`config.mk`:
```
export PLATFORM = sky130hd
export DESIGN_NAME = dle_frame_stuffer_unit_flat
export DESIGN_NICKNAME = d
export VERILOG_FILES = /design/src/hw/rtl/dfs_pkg.sv /design/src/hw/rtl/dfs_req_if.sv /design/src/hw/rtl/dfs_rsp_if.sv /design/src/hw/rtl/dfs_front.sv /design/src/hw/rtl/dfs_queue.sv /design/src/hw/rtl/dfs_back.sv /design/src/hw/rtl/dle_frame_stuffer_unit.sv /design/src/flat_wrapper.sv
export SDC_FILE = /design/constraint.sdc
export NUM_CORES = 1
export LEC_CHECK = 0
export ABC_AREA = 1
export BUFFER_PORTS_ARGS = -buffer_cell sky130_fd_sc_hd__buf_4
export CORE_MARGIN = 2
export CORE_UTILIZATION = 55
export CTS_CLUSTER_SIZE = 12
export DETAILED_ROUTE_END_ITERATION = 6
export GPL_TIMING_DRIVEN = 0
export PLACE_DENSITY_LB_ADDON = 0.2
export SETUP_SLACK_MARGIN = 0.2
export SLEW_MARGIN = 20
export SYNTH_ARGS = -nofsm -noshare
export SYNTH_HDL_FRONTEND = slang
export SYNTH_SLANG_ARGS = --single-unit
```
`constraint.sdc`:
```
create_clock -name clock -period 5.39 [get_ports clock]
set_clock_uncertainty 0.05 [all_clocks]
set_input_delay 1.078 -clock clock [delete_from_list [all_inputs] [get_ports clock]]
set_output_delay 1.078 -clock clock [all_outputs]
set_load 0.005 [all_outputs]
```
`src/hw/rtl/dfs_pkg.sv`:
```
// ----------------------------------------------------------------------------
// DLE frame stuffer package
// Shared byte codes, command codes, queue job types and stuffing helpers.
// ----------------------------------------------------------------------------
`default_nettype none

package dfs_pkg;

   localparam int unsigned QUEUE_DEPTH = 4;
   localparam int unsigned JOB_SYMS    = 4;

   localparam logic [15:0] LIMIT_RESET = 16'd1024;
   localparam logic [15:0] LIMIT_MIN   = 16'd6;
   localparam logic [16:0] HEAD_ROOM   = 17'd4;

   typedef enum logic [1:0] {
      CMD_START = 2'd0,
      CMD_DATA  = 2'd1,
      CMD_END   = 2'd2
   } cmd_type;

   localparam logic [7:0] B_DLE  = 8'h10;
   localparam logic [7:0] B_STX  = 8'h02;
   localparam logic [7:0] B_ETX  = 8'h03;
   localparam logic [7:0] B_XON  = 8'h11;
   localparam logic [7:0] B_XOFF = 8'h13;
   localparam logic [7:0] B_FS   = 8'h1C;
   localparam logic [7:0] B_LC_S = 8'h73;
   localparam logic [7:0] B_LC_Q = 8'h71;
   localparam logic [7:0] B_BAR  = 8'h7C;

   // One symbol is a byte that is either sent raw or through the stuffing map.
   typedef struct packed {
      logic       stuff;
      logic [7:0] value;
   } sym_type;

   // One queued job: up to four symbols, the index of the final one, and the
   // truncated flag that goes with trailer bytes.
   typedef struct packed {
      sym_type [JOB_SYMS-1:0] syms;
      logic [1:0]             last_sym;
      logic                   trunc;
   } job_type;

   function automatic logic is_special(input logic [7:0] b);
      return (b == B_DLE) || (b == B_XOFF) || (b == B_XON) || (b == B_FS);
   endfunction

   function automatic logic [7:0] escape_code(input logic [7:0] b);
      logic [7:0] code;
      case (b)
         B_XOFF:  code = B_LC_S;
         B_XON:   code = B_LC_Q;
         B_FS:    code = B_BAR;
         default: code = B_DLE;
      endcase
      return code;
   endfunction

endpackage

`default_nettype wire

```
`src/hw/rtl/dfs_req_if.sv`:
```
// ----------------------------------------------------------------------------
// DLE frame stuffer request channel
// Valid/ready channel carrying one command transaction.
// ----------------------------------------------------------------------------
`default_nettype none

interface dfs_req_if;
   logic       valid;
   logic       ready;
   logic [1:0] cmd;
   logic [7:0] frame_id;
   logic [7:0] frame_seq;
   logic [7:0] data_byte;

   modport source (output valid, cmd, frame_id, frame_seq, data_byte, input ready);
   modport sink   (input valid, cmd, frame_id, frame_seq, data_byte, output ready);
endinterface

`default_nettype wire

```
`src/hw/rtl/dfs_rsp_if.sv`:
```
// ----------------------------------------------------------------------------
// DLE frame stuffer response channel
// Valid/ready channel carrying one output byte per transaction.
// ----------------------------------------------------------------------------
`default_nettype none

interface dfs_rsp_if;
   logic       valid;
   logic       ready;
   logic [7:0] out_byte;
   logic       run_last;
   logic       truncated;

   modport source (output valid, out_byte, run_last, truncated, input ready);
   modport sink   (input valid, out_byte, run_last, truncated, output ready);
endinterface

`default_nettype wire

```
`src/hw/rtl/dfs_front.sv`:
```
// ----------------------------------------------------------------------------
// DLE frame stuffer front end
// Accepts commands, tracks frame state and the limit, and queues byte jobs.
// ----------------------------------------------------------------------------
`default_nettype none

module dfs_front (
   input  wire logic             clock,
   input  wire logic             reset,
   dfs_req_if.sink               req_if,
   input  wire logic             csr_wr_en,
   input  wire logic [15:0]      csr_wr_data,
   input  wire logic             queue_full,
   output      logic             push,
   output      dfs_pkg::job_type push_job
);

   logic [15:0] frame_limit_ff, frame_limit_in;
   logic [15:0] out_count_ff, out_count_in;
   logic        in_frame_ff, in_frame_in;
   logic        dropped_ff, dropped_in;

   logic        accept;
   logic [1:0]  id_extra, seq_extra;
   logic [16:0] count_sum;
   logic [16:0] grow;

   assign req_if.ready = !queue_full;
   assign accept       = req_if.valid && req_if.ready;
   assign id_extra     = {1'b0, dfs_pkg::is_special(req_if.frame_id)};
   assign seq_extra    = {1'b0, dfs_pkg::is_special(req_if.frame_seq)};

   always_comb begin
      frame_limit_in = csr_wr_en ? csr_wr_data : frame_limit_ff;
      out_count_in   = out_count_ff;
      in_frame_in    = in_frame_ff;
      dropped_in     = dropped_ff;
      push           = 1'b0;
      push_job       = '0;
      grow           = '0;
      count_sum      = {1'b0, out_count_ff};

      if (accept) begin
         case (req_if.cmd)
            dfs_pkg::CMD_START: begin
               dropped_in = 1'b0;
               if (frame_limit_ff <= dfs_pkg::LIMIT_MIN) begin
                  in_frame_in  = 1'b0;
                  out_count_in = '0;
               end else begin
                  in_frame_in  = 1'b1;
                  out_count_in = 16'd4 + {14'd0, id_extra} + {14'd0, seq_extra};
                  push         = 1'b1;
                  push_job.syms[0]  = '{stuff: 1'b0, value: dfs_pkg::B_DLE};
                  push_job.syms[1]  = '{stuff: 1'b0, value: dfs_pkg::B_STX};
                  push_job.syms[2]  = '{stuff: 1'b1, value: req_if.frame_id};
                  push_job.syms[3]  = '{stuff: 1'b1, value: req_if.frame_seq};
                  push_job.last_sym = 2'd3;
               end
            end
            dfs_pkg::CMD_DATA: begin
               if (in_frame_ff) begin
                  if ({1'b0, out_count_ff} + dfs_pkg::HEAD_ROOM < {1'b0, frame_limit_ff}) begin
                     push = 1'b1;
                     push_job.syms[0]  = '{stuff: 1'b1, value: req_if.data_byte};
                     push_job.last_sym = 2'd0;
                     grow = dfs_pkg::is_special(req_if.data_byte) ? 17'd2 : 17'd1;
                  end else begin
                     dropped_in = 1'b1;
                  end
               end
            end
            dfs_pkg::CMD_END: begin
               if (in_frame_ff) begin
                  push        = 1'b1;
                  in_frame_in = 1'b0;
                  push_job.syms[0]  = '{stuff: 1'b0, value: dfs_pkg::B_DLE};
                  push_job.syms[1]  = '{stuff: 1'b0, value: dfs_pkg::B_ETX};
                  push_job.last_sym = 2'd1;
                  push_job.trunc    = dropped_ff;
                  grow = 17'd2;
               end
            end
            default: begin
            end
         endcase

         // Byte count saturates at the top of its range.
         if (grow != '0) begin
            count_sum    = {1'b0, out_count_ff} + grow;
            out_count_in = count_sum[16] ? 16'hFFFF : count_sum[15:0];
         end
      end
   end

   always_ff @(posedge clock) begin
      if (reset) begin
         frame_limit_ff <= dfs_pkg::LIMIT_RESET;
         out_count_ff   <= '0;
         in_frame_ff    <= 1'b0;
         dropped_ff     <= 1'b0;
      end else begin
         frame_limit_ff <= frame_limit_in;
         out_count_ff   <= out_count_in;
         in_frame_ff    <= in_frame_in;
         dropped_ff     <= dropped_in;
      end
   end

endmodule

`default_nettype wire

```
`src/hw/rtl/dfs_queue.sv`:
```
// ----------------------------------------------------------------------------
// DLE frame stuffer job queue
// Small circular queue of byte jobs between the front end and the back end.
// ----------------------------------------------------------------------------
`default_nettype none

module dfs_queue #(
   parameter int unsigned DEPTH = dfs_pkg::QUEUE_DEPTH
) (
   input  wire logic             clock,
   input  wire logic             reset,
   input  wire logic             push,
   input  wire dfs_pkg::job_type push_job,
   input  wire logic             pop,
   output      logic             full,
   output      logic             head_valid,
   output      dfs_pkg::job_type head_job
);

   localparam int unsigned PTR_W = (DEPTH > 1) ? $clog2(DEPTH) : 1;
   localparam int unsigned CNT_W = $clog2(DEPTH + 1);

   dfs_pkg::job_type       entries_ff [DEPTH];
   logic [PTR_W-1:0]       wr_ptr_ff, wr_ptr_in;
   logic [PTR_W-1:0]       rd_ptr_ff, rd_ptr_in;
   logic [CNT_W-1:0]       count_ff, count_in;
   logic                   do_push, do_pop;

   function automatic logic [PTR_W-1:0] next_ptr(input logic [PTR_W-1:0] p);
      return (p == PTR_W'(DEPTH - 1)) ? '0 : p + PTR_W'(1);
   endfunction

   assign full       = (count_ff == CNT_W'(DEPTH));
   assign head_valid = (count_ff != '0);
   assign head_job   = entries_ff[rd_ptr_ff];
   assign do_push    = push && !full;
   assign do_pop     = pop && head_valid;

   always_comb begin
      wr_ptr_in = do_push ? next_ptr(wr_ptr_ff) : wr_ptr_ff;
      rd_ptr_in = do_pop ? next_ptr(rd_ptr_ff) : rd_ptr_ff;
      count_in  = count_ff;
      if (do_push && !do_pop) begin
         count_in = count_ff + CNT_W'(1);
      end else if (do_pop && !do_push) begin
         count_in = count_ff - CNT_W'(1);
      end
   end

   always_ff @(posedge clock) begin
      if (reset) begin
         wr_ptr_ff <= '0;
         rd_ptr_ff <= '0;
         count_ff  <= '0;
      end else begin
         wr_ptr_ff <= wr_ptr_in;
         rd_ptr_ff <= rd_ptr_in;
         count_ff  <= count_in;
      end
   end

   always_ff @(posedge clock) begin
      if (do_push) begin
         entries_ff[wr_ptr_ff] <= push_job;
      end
   end

endmodule

`default_nettype wire

```
`src/hw/rtl/dfs_back.sv`:
```
// ----------------------------------------------------------------------------
// DLE frame stuffer back end
// Expands queued jobs into stuffed bytes, one per cycle while the receiver takes them, into an output register.
// ----------------------------------------------------------------------------
`default_nettype none

module dfs_back (
   input  wire logic             clock,
   input  wire logic             reset,
   input  wire logic             head_valid,
   input  wire dfs_pkg::job_type head_job,
   output      logic             pop,
   dfs_rsp_if.source             rsp_if
);

   logic [1:0]       sym_ff, sym_in;
   logic             phase_ff, phase_in;
   logic             valid_ff, valid_in;
   logic [7:0]       byte_ff, byte_in;
   logic             last_ff, last_in;
   logic             trunc_ff, trunc_in;

   dfs_pkg::sym_type cur_sym;
   logic             escaped;
   logic             sym_done;
   logic             advance;

   assign cur_sym  = head_job.syms[sym_ff];
   assign escaped  = cur_sym.stuff && dfs_pkg::is_special(cur_sym.value);
   // An escaped symbol takes two bytes: DLE first, then its code.
   assign sym_done = !escaped || phase_ff;
   assign advance  = head_valid && (!valid_ff || rsp_if.ready);
   assign pop      = advance && sym_done && (sym_ff == head_job.last_sym);

   always_comb begin
      sym_in   = sym_ff;
      phase_in = phase_ff;
      valid_in = valid_ff && !rsp_if.ready;
      byte_in  = byte_ff;
      last_in  = last_ff;
      trunc_in = trunc_ff;
      if (advance) begin
         valid_in = 1'b1;
         trunc_in = head_job.trunc;
         last_in  = pop;
         if (escaped && phase_ff) begin
            byte_in = dfs_pkg::escape_code(cur_sym.value);
         end else if (escaped) begin
            byte_in = dfs_pkg::B_DLE;
         end else begin
            byte_in = cur_sym.value;
         end
         if (sym_done) begin
            phase_in = 1'b0;
            sym_in   = pop ? 2'd0 : sym_ff + 2'd1;
         end else begin
            phase_in = 1'b1;
         end
      end
   end

   always_ff @(posedge clock) begin
      if (reset) begin
         sym_ff   <= '0;
         phase_ff <= 1'b0;
         valid_ff <= 1'b0;
      end else begin
         sym_ff   <= sym_in;
         phase_ff <= phase_in;
         valid_ff <= valid_in;
      end
      byte_ff  <= byte_in;
      last_ff  <= last_in;
      trunc_ff <= trunc_in;
   end

   assign rsp_if.valid     = valid_ff;
   assign rsp_if.out_byte  = byte_ff;
   assign rsp_if.run_last  = last_ff;
   assign rsp_if.truncated = trunc_ff;

endmodule

`default_nettype wire

```
`src/hw/rtl/dle_frame_stuffer_unit.sv`:
```
// ----------------------------------------------------------------------------
// DLE frame stuffer unit
// Builds DLE-STX/DLE-ETX framed byte streams with transparency stuffing.
// ----------------------------------------------------------------------------
// Usage:
// Commands arrive on req_if (start with id and sequence, data byte, end) and
// each output byte leaves on rsp_if, with run_last on the final byte that a
// command causes and truncated on trailer bytes of a frame that lost data.
// csr_wr_data is written into the frame limit when csr_wr_en is high; write
// it only while the unit is idle.
// The first byte of a command passes the job queue, then the output register.
// It emits one byte per cycle while the receiver takes them, so a data byte
// yields one or two bytes and a header four to six; the job queue lets the
// front end take a command every cycle while not full, as the back end works
// off earlier ones. Commands that produce no bytes only update the frame state.
// Reset clears the frame state, empties the queue and sets the limit to 1024.
// When the receiver stalls, the output byte holds, the back end waits, and
// req_if.ready drops once the job queue is full.
// ----------------------------------------------------------------------------
`default_nettype none

module dle_frame_stuffer_unit #(
   parameter int unsigned QUEUE_DEPTH = dfs_pkg::QUEUE_DEPTH
) (
   input  wire logic        clock,
   input  wire logic        reset,
   dfs_req_if.sink          req_if,
   dfs_rsp_if.source        rsp_if,
   input  wire logic        csr_wr_en,
   input  wire logic [15:0] csr_wr_data
);

   logic             push;
   dfs_pkg::job_type push_job;
   logic             pop;
   logic             queue_full;
   logic             head_valid;
   dfs_pkg::job_type head_job;

   dfs_front u_front (
      .clock       (clock),
      .reset       (reset),
      .req_if      (req_if),
      .csr_wr_en   (csr_wr_en),
      .csr_wr_data (csr_wr_data),
      .queue_full  (queue_full),
      .push        (push),
      .push_job    (push_job)
   );

   dfs_queue #(
      .DEPTH (QUEUE_DEPTH)
   ) u_queue (
      .clock      (clock),
      .reset      (reset),
      .push       (push),
      .push_job   (push_job),
      .pop        (pop),
      .full       (queue_full),
      .head_valid (head_valid),
      .head_job   (head_job)
   );

   dfs_back u_back (
      .clock      (clock),
      .reset      (reset),
      .head_valid (head_valid),
      .head_job   (head_job),
      .pop        (pop),
      .rsp_if     (rsp_if)
   );

`ifndef SYNTHESIS
   // Only trailer bytes may carry the truncated flag.
   assert property (@(posedge clock) disable iff (reset)
      rsp_if.valid && rsp_if.truncated |->
         (rsp_if.out_byte == dfs_pkg::B_DLE) || (rsp_if.out_byte == dfs_pkg::B_ETX))
      else $error("truncated flag on a non-trailer byte");

   // A truncated trailer ends on ETX, never on its DLE.
   assert property (@(posedge clock) disable iff (reset)
      rsp_if.valid && rsp_if.truncated |->
         (rsp_if.run_last == (rsp_if.out_byte == dfs_pkg::B_ETX)))
      else $error("truncated trailer with wrong run_last");

   // The output register is empty right after reset.
   assert property (@(posedge clock) reset |=> !rsp_if.valid)
      else $error("response valid right after reset");

   // The queue is never popped while empty.
   assert property (@(posedge clock) disable iff (reset) pop |-> head_valid)
      else $error("job queue popped while empty");
`endif

endmodule

`default_nettype wire
```
`src/flat_wrapper.sv`:
```
// flat-port wrapper written by rule: the top's interface ports become plain ports
module dle_frame_stuffer_unit_flat 
#(
   parameter int unsigned QUEUE_DEPTH = dfs_pkg::QUEUE_DEPTH
)
  (clock, reset, csr_wr_en, csr_wr_data, req_if_valid, req_if_cmd, req_if_frame_id, req_if_frame_seq, req_if_data_byte, req_if_ready, rsp_if_valid, rsp_if_out_byte, rsp_if_run_last, rsp_if_truncated, rsp_if_ready);
  dfs_req_if req_if_i ();
  dfs_rsp_if rsp_if_i ();
  input  wire logic clock;
  input  wire logic reset;
  input  wire logic csr_wr_en;
  input  wire logic [15:0] csr_wr_data;
  input wire logic [$bits(req_if_i.valid)-1:0] req_if_valid;
  input wire logic [$bits(req_if_i.cmd)-1:0] req_if_cmd;
  input wire logic [$bits(req_if_i.frame_id)-1:0] req_if_frame_id;
  input wire logic [$bits(req_if_i.frame_seq)-1:0] req_if_frame_seq;
  input wire logic [$bits(req_if_i.data_byte)-1:0] req_if_data_byte;
  output wire logic [$bits(req_if_i.ready)-1:0] req_if_ready;
  output wire logic [$bits(rsp_if_i.valid)-1:0] rsp_if_valid;
  output wire logic [$bits(rsp_if_i.out_byte)-1:0] rsp_if_out_byte;
  output wire logic [$bits(rsp_if_i.run_last)-1:0] rsp_if_run_last;
  output wire logic [$bits(rsp_if_i.truncated)-1:0] rsp_if_truncated;
  input wire logic [$bits(rsp_if_i.ready)-1:0] rsp_if_ready;
  assign req_if_i.valid = req_if_valid;
  assign req_if_i.cmd = req_if_cmd;
  assign req_if_i.frame_id = req_if_frame_id;
  assign req_if_i.frame_seq = req_if_frame_seq;
  assign req_if_i.data_byte = req_if_data_byte;
  assign req_if_ready = req_if_i.ready;
  assign rsp_if_valid = rsp_if_i.valid;
  assign rsp_if_out_byte = rsp_if_i.out_byte;
  assign rsp_if_run_last = rsp_if_i.run_last;
  assign rsp_if_truncated = rsp_if_i.truncated;
  assign rsp_if_i.ready = rsp_if_ready;
  dle_frame_stuffer_unit #(.QUEUE_DEPTH(QUEUE_DEPTH)) u_core (.clock(clock), .reset(reset), .req_if(req_if_i), .rsp_if(rsp_if_i), .csr_wr_en(csr_wr_en), .csr_wr_data(csr_wr_data));
endmodule
```
==> results of run 1 <==
## area by class of cell
cell class                      instances  area, sq um
Sequential cell                       181         4960
Tap cell                              216          270
Fill cell                            1312         5490
Clock inverter                         13          146
Timing Repair Buffer                   61          538
Buffer                                 35          275
Inverter                              141          541
Clock buffer                           19          433
Multi-Input combinational cell        625         3280
## state kept, by name, indices dropped and copies added (netlist names), named ones only
signal	count
u_core.u_front.frame_limit_ff	16
u_core.u_back.rsp_if.valid	1
u_core.u_front.in_frame_ff	1
u_core.u_back.rsp_if.out_byte	8
u_core.u_back.rsp_if.run_last	1
u_core.u_back.rsp_if.truncated	1
u_core.u_front.dropped_ff	1
u_core.u_queue.rd_ptr_ff	2
u_core.u_back.sym_ff	2
u_core.u_queue.entries_ff	124
u_core.u_queue.count_ff	3
u_core.u_back.phase_ff	1
u_core.u_front.out_count_ff	16
u_core.u_queue.wr_ptr_ff	2
## cell families after synthesis
family	after synthesis	share of synthesized area
xor gates and xnor gates	16	0.0156
DFF	181	0.551
and+or+nand+nor	417	0.200
buffers and inverters	176	0.0902
adders and majority gates	31	0.0448
AOI/OAI and AO/OA	161	0.0976
## metrics by stage
stage	util	hold slack (ns)	std cells
finish	0.655	0.417	1291
global route	0.655	0.441	1291
CTS	0.655	0.416	1291
detailed placement	0.618	0.407	1259
global placement	0.608	0.405	1255
floorplan	-	0.385	982
## per-layer routing
layer / track usage / vias up
met5: 0 / -
met4: 0.109 / 0
met3: 0.0577 / 50
met2: 0.404 / 303
met1: 0.346 / 3222
li1: - / 3416
## cells in the final DEF, fill, tap and decap left out, types with 6 or more instances in the layout
| master | synthesis | routed |
|---|---|---|
| nor2_1 | 113 | 113 |
| xor2_1 | 16 | 16 |
| nand2_2 | 5 | 6 |
| edfxtp_1 | 134 | 134 |
| nand4_1 | 12 | 12 |
| dfxtp_1 | 47 | 47 |
| o21ai_1 | 18 | 18 |
| nor3_1 | 11 | 10 |
| o21ai_0 | 58 | 58 |
| a21oi_1 | 54 | 53 |
| clkinvlp_4 | 0 | 7 |
| buf_2 | 7 | 7 |
| inv_1 | 135 | 135 |
| o22ai_1 | 10 | 10 |
| ha_1 | 29 | 29 |
| nand2_1 | 195 | 194 |
| clkbuf_1 | 7 | 9 |
| nand3_1 | 59 | 59 |
| buf_4 | 4 | 61 |
| clkbuf_16 | 0 | 17 |
| buf_6 | 14 | 14 |
## worst max-delay path, stage by stage, from the launching register on
cell	delay (ns)
dfxtp_1	0.39
inv_1	0.13
nor3_2	0.31
inv_1	0.14
nor2_1	0.22
inv_1	0.12
nor3_2	0.18
xor2_1	0.28
inv_1	0.09
ha_1	0.27
inv_1	0.07
nor2_1	0.04
nor2_1	0.08
nand2_1	0.08
a21oi_2	0.23
nand4_2	0.19
nor2_1	0.14
ha_1	0.17
inv_1	0.05
fa_1	0.49
nor2_1	0.24
nand2_2	0.19
clkinvlp_4	0.22
a21oi_1	0.06
o211ai_1	0.12
nand3_1	0.09
a21oi_1	0.15
## how the worst max path moves through the flow
stage / depth (start not counted) / to / slack [ns]
global route: 26 / u_core.u_front.out_count_ff[9] / 0.18
detailed placement: 26 / u_core.u_front.out_count_ff[9] / 0.34
global placement: 19 / u_core.u_queue.entries_ff[3][27] / -2.64
floorplan: 19 / u_core.u_queue.entries_ff[0][0] / -0.04
CTS: 26 / u_core.u_front.out_count_ff[9] / 0.31
finish: 26 / u_core.u_front.out_count_ff[9] / 0.50
## where the power goes
group	internal (mW)	leakage (nW)	switching (mW)	total [mW]
logic	0.500	2.49	0.896	1.40
registers	1.64	1.62	0.0520	1.69
clock network	0.688	0.262	0.544	1.23
## what timing repair did
item | CTS | global route
buffers inserted | 0 | 0
gates resized for setup | 0 | 4
setup endpoints to repair | 0 | 17
endpoints found under the hold margin | 0 | 0
==> results_dict.tcl, run 1 <==
set metrics [dict create \
    r2r-end "u_core.u_front.out_count_ff[9]" \
    num_rows 46 \
    hp-class "reg -> reg" \
    routed_wl_mm 21.5 \
    clock-sinks 181 \
    pin_count 59 \
    placed_cell_area_sq_um 9860 \
    drive_above_1_share 0.144 \
    nets 1140 \
    rsz0062_at_grt "no" \
    synth_top_cell_by_area "edfxtp_1" \
    cts_root_buffer "clkbuf_16" \
    syn_nets 1060 \
    syn-instance-count 982 \
    r2r-start "u_core.u_front.out_count_ff[2]" \
    highest_layer "met4" \
    drt-initial-drc-count 683 \
    worst_setup_path_end_kind "flop" \
    antenna_cells 0 \
    reg2regPathDepth 26 \
    drtAntennaViolNets 0 \
    gp_congestion 0.905 \
    clockBufferDepth 2 \
    synth_flop_cell "edfxtp_1" \
    maxSlewHeadroom 0.445 \
    dr_wl_met2_mm 9.94 \
    clk_pin_slew_ns 0.07 \
    power_mw 4.32 \
    setup_tns_ns 0 \
    vias 6991 \
    setup.worst_path.start "u_core.u_front.out_count_ff[2]" \
    grt-ovfl-total 0 \
    synthTopCellsByArea "edfxtp_1 (45%), dfxtp_1 (10%), nand2_1 (8.1%), inv_1 (5.6%), nor2_1 (4.7%)" \
    hold_viol_final 0 \
    numCtsBuffers 17 \
    ys_seq_area_frac 0.551 \
    hold_path_startpoint "u_core.u_front.dropped_ff" \
    antenna_found_initial 0 \
    yosys_warnings 0 \
    grtUsageTotal 0.257 \
    grt_pass1_vias 6626 \
    wire_per_inst_um 16.7 \
    maxCapViolations 0 \
    synth_commonest_cells "nand2_1 (195), inv_1 (135), edfxtp_1 (134)" \
    dieArea_sq_um 17400 \
    ir_drop_mv 0.266 \
    start_util 0.565 \
    dp_worst_setup_slack_ns 0.341 \
    setup_viol 0 \
    die_y_um 132 \
    placement.io_buffers 57 \
    ys_ff_latch 181 \
    h-tree-depth 4 \
    async_flop_share 0 \
    cts_hold_buf 0 \
    cts_tree "yes" \
    power_density_nw_per_um2 413 \
    coreArea_sq_um 15900 \
    rrSetupSlack_ns 0.50 \
    clk_latency_ns 0.44 \
    synth_edf_count 134 \
    first_pass_iters 5 \
    p_leak_nw 4.37 \
    required_ns 5.70 \
    min_period_over_period 0.907 \
    worst-setup-path-type "reg -> reg" \
    status "complete, no violations" \
    avgViaCountPerCell 5.42 \
    grt_pass1_wl_mm 34.5 \
    remaining_drc_errors 0 \
    syn_area_per_cell_sq_um 9.17 \
    hpwl_mm 15.0 \
    route.met3.wl_mm 1.74 \
    area_growth_pct 16.1 \
    grt_max_degree 19 \
    arrival_ns 5.20 \
    synth.distinct_cells 46 \
    syn_area_sq_um 9000 \
    dieWidth_um 132 \
    start_kind "flop" \
    synth_top_area_share 0.447 \
    whs_path_depth 2 \
    fmax_ghz 0.205 \
    path_max_fanout 9 \
    slew_viol_final 0 \
    holdPathEnd "u_core.u_front.dropped_ff" \
    drt-met1-wl_mm 9.20 \
    yosys.cell_count.top_type "nand2_1" \
    min_period_ns 4.89 \
    tightest_slew_ns 0.831 \
    worst_slack_ns 0.503 \
    stdcell_area_sq_um 10500 \
]
Note: power is estimated with default switching activity, not from simulation.
==> run 2: changes to the inputs <==
--- a/config.mk
+++ b/config.mk
@@ -7,9 +7,10 @@
 export LEC_CHECK = 0
 export ABC_AREA = 1
 export BUFFER_PORTS_ARGS = -buffer_cell sky130_fd_sc_hd__buf_4
+export CORE_ASPECT_RATIO = 1.4
 export CORE_MARGIN = 2
 export CORE_UTILIZATION = 55
-export CTS_CLUSTER_SIZE = 12
+export CTS_CLUSTER_SIZE = 14
 export DETAILED_ROUTE_END_ITERATION = 6
 export GPL_TIMING_DRIVEN = 0
 export PLACE_DENSITY_LB_ADDON = 0.2
==> results_dict.tcl, run 2 (synthesis gave the netlist of run 1 again) <==
set metrics [dict create \
    ir_drop_mv 0.361 \
    pin_count 59 \
    path_max_fanout 9 \
    start_kind "flop" \
    holdPathEnd "u_core.u_front.dropped_ff" \
    drive_above_1_share 0.147 \
    h-tree-depth 4 \
    numCtsBuffers 17 \
    routed_wl_mm 22.6 \
    setup_tns_ns 0 \
    placement.io_buffers 57 \
    dp_worst_setup_slack_ns 0.413 \
    final_cell_mix "nand2_1 (194), inv_1 (135), edfxtp_1 (134)" \
    fmax_ghz 0.204 \
    maxSlewHeadroom 0.326 \
    clockBufferDepth 2 \
    avgViaCountPerCell 5.55 \
    antenna_cells 0 \
    reg_top3 "u_core.u_queue.entries_ff (124), u_core.u_front.frame_limit_ff (16), u_core.u_front.out_count_ff (16)" \
    layout.cells.most_common "nand2_1" \
    worst_setup_path_end_kind "flop" \
    nets 1140 \
    antenna_found_initial 0 \
    r2r-end "u_core.u_front.out_count_ff[9]" \
    largest_reg_flops 124 \
    cts_tree "yes" \
    clock-sinks 181 \
    grt_max_degree 20 \
    grt_pass1_wl_mm 35.2 \
    wire_per_inst_um 17.8 \
    r2r-start "u_core.u_front.out_count_ff[2]" \
    die_y_um 155 \
    cts_root_buffer "clkbuf_16" \
    min_period_ns 4.90 \
    start_util 0.559 \
    clk_pin_slew_ns 0.07 \
    placed_cells 1242 \
    stdcell_area_sq_um 10400 \
    grt_pass1_vias 6896 \
    hp-class "reg -> reg" \
    rsz0062_at_grt "yes" \
    arrival_ns 5.21 \
    first_pass_iters 4 \
    dieWidth_um 112 \
    min_period_over_period 0.909 \
    status "complete, no violations" \
    fin_util 0.647 \
    required_ns 5.70 \
    drtAntennaViolNets 0 \
    gp_congestion 0.917 \
    largest-register "u_core.u_queue.entries_ff" \
    area_growth_pct 15.7 \
    drt-initial-drc-count 479 \
    hpwl_mm 16.0 \
    rrSetupSlack_ns 0.49 \
    busiest_layer "met2" \
    reg2regPathDepth 26 \
    power_density_nw_per_um2 411 \
    cts_hold_buf 0 \
    clk_latency_ns 0.43 \
    hold_viol_final 0 \
    power_mw 4.28 \
    coreArea_sq_um 16100 \
    whs_path_depth 2 \
    tightest_slew_ns 1.01 \
    remaining_drc_errors 0 \
    vias 7066 \
    grt-ovfl-total 0 \
    num_rows 55 \
    holdWs_ns 0.411 \
    met1_usage 0.281 \
    finalNonFillerCells 1274 \
    dieArea_sq_um 17400 \
    worst-setup-path-type "reg -> reg" \
    maxCapViolations 0 \
    placed_cell_area_sq_um 9830 \
    slew_viol_final 0 \
    worst_slack_ns 0.488 \
    grtUsageTotal 0.263 \
    p_leak_nw 4.37 \
    hold_path_startpoint "u_core.u_front.dropped_ff" \
    setup_viol 0 \
    use_met3 0.0358 \
    use_met2 0.505 \
]
[run 2: cell count changes in the layout (fill, tap and decap cells not counted), moves of 2 or more]
cell        before  now
inv_6            3    7
clkbuf_1         9    7
bufinv_16        2    0
clkinv_8         0    2
clkinvlp_4       7    3
[run 2: per-layer routing]
metal / routed length [um] / up-vias
met4: 820 / 0
li1: - / 3420
met5: 0 / -
met2: 12600 / 210
met3: 1010 / 58
met1: 8260 / 3378
[run 2: layout make-up]
cell class	instances	area, sq um
Clock buffer	17	425
Clock inverter	15	138
Fill cell	1340	5690
Inverter	141	541
Multi-Input combinational cell	625	3280
Tap cell	199	249
Sequential cell	181	4960
Buffer	35	275
Timing Repair Buffer	61	538
[run 2: worst max-delay path by stage]
| stage | from | to | slack (ns) | cells after the start |
|---|---|---|---|---|
| floorplan | u_core.u_front.out_count_ff[2] | u_core.u_queue.entries_ff[0][0] | -0.04 | 19 |
| global placement | u_core.u_front.out_count_ff[2] | u_core.u_queue.entries_ff[3][36] | -2.46 | 19 |
| detailed placement | u_core.u_front.out_count_ff[2] | u_core.u_front.out_count_ff[9] | 0.41 | 26 |
| CTS | u_core.u_front.out_count_ff[2] | u_core.u_front.out_count_ff[9] | 0.38 | 26 |
| global route | u_core.u_front.out_count_ff[2] | u_core.u_front.out_count_ff[9] | 0.18 | 26 |
| finish | u_core.u_front.out_count_ff[2] | u_core.u_front.out_count_ff[9] | 0.49 | 26 |
[run 2: critical path, stage by stage, from the launching register on]
cell	delay [ns]
dfxtp_1	0.40
inv_1	0.14
nor3_2	0.31
inv_1	0.11
nor2_1	0.21
inv_1	0.13
nor3_2	0.20
xor2_1	0.26
inv_1	0.07
ha_1	0.27
inv_1	0.07
nor2_1	0.04
nor2_1	0.07
nand2_1	0.06
a21oi_1	0.26
nand4_2	0.22
nor2_1	0.15
ha_1	0.20
inv_1	0.06
fa_1	0.49
nor2_2	0.21
nand2_2	0.18
clkinvlp_4	0.22
a21oi_1	0.06
o211ai_1	0.11
nand3_1	0.10
a21oi_1	0.17
[run 2: timing repair]
| item | CTS | global route |
|---|---|---|
| buffers inserted | 0 | 0 |
| endpoints found under the setup margin | 0 | 12 |
| endpoints found under the hold margin | 0 | 0 |
| gates resized for setup | 0 | 5 |
[run 2: power by group]
part | total, mW | internal [mW] | leakage [nW] | switching [mW]
logic | 1.41 | 0.501 | 2.49 | 0.910
registers | 1.69 | 1.64 | 1.62 | 0.0532
clock network | 1.18 | 0.609 | 0.267 | 0.572
total | 4.28 | 2.75 | 4.37 | 1.53
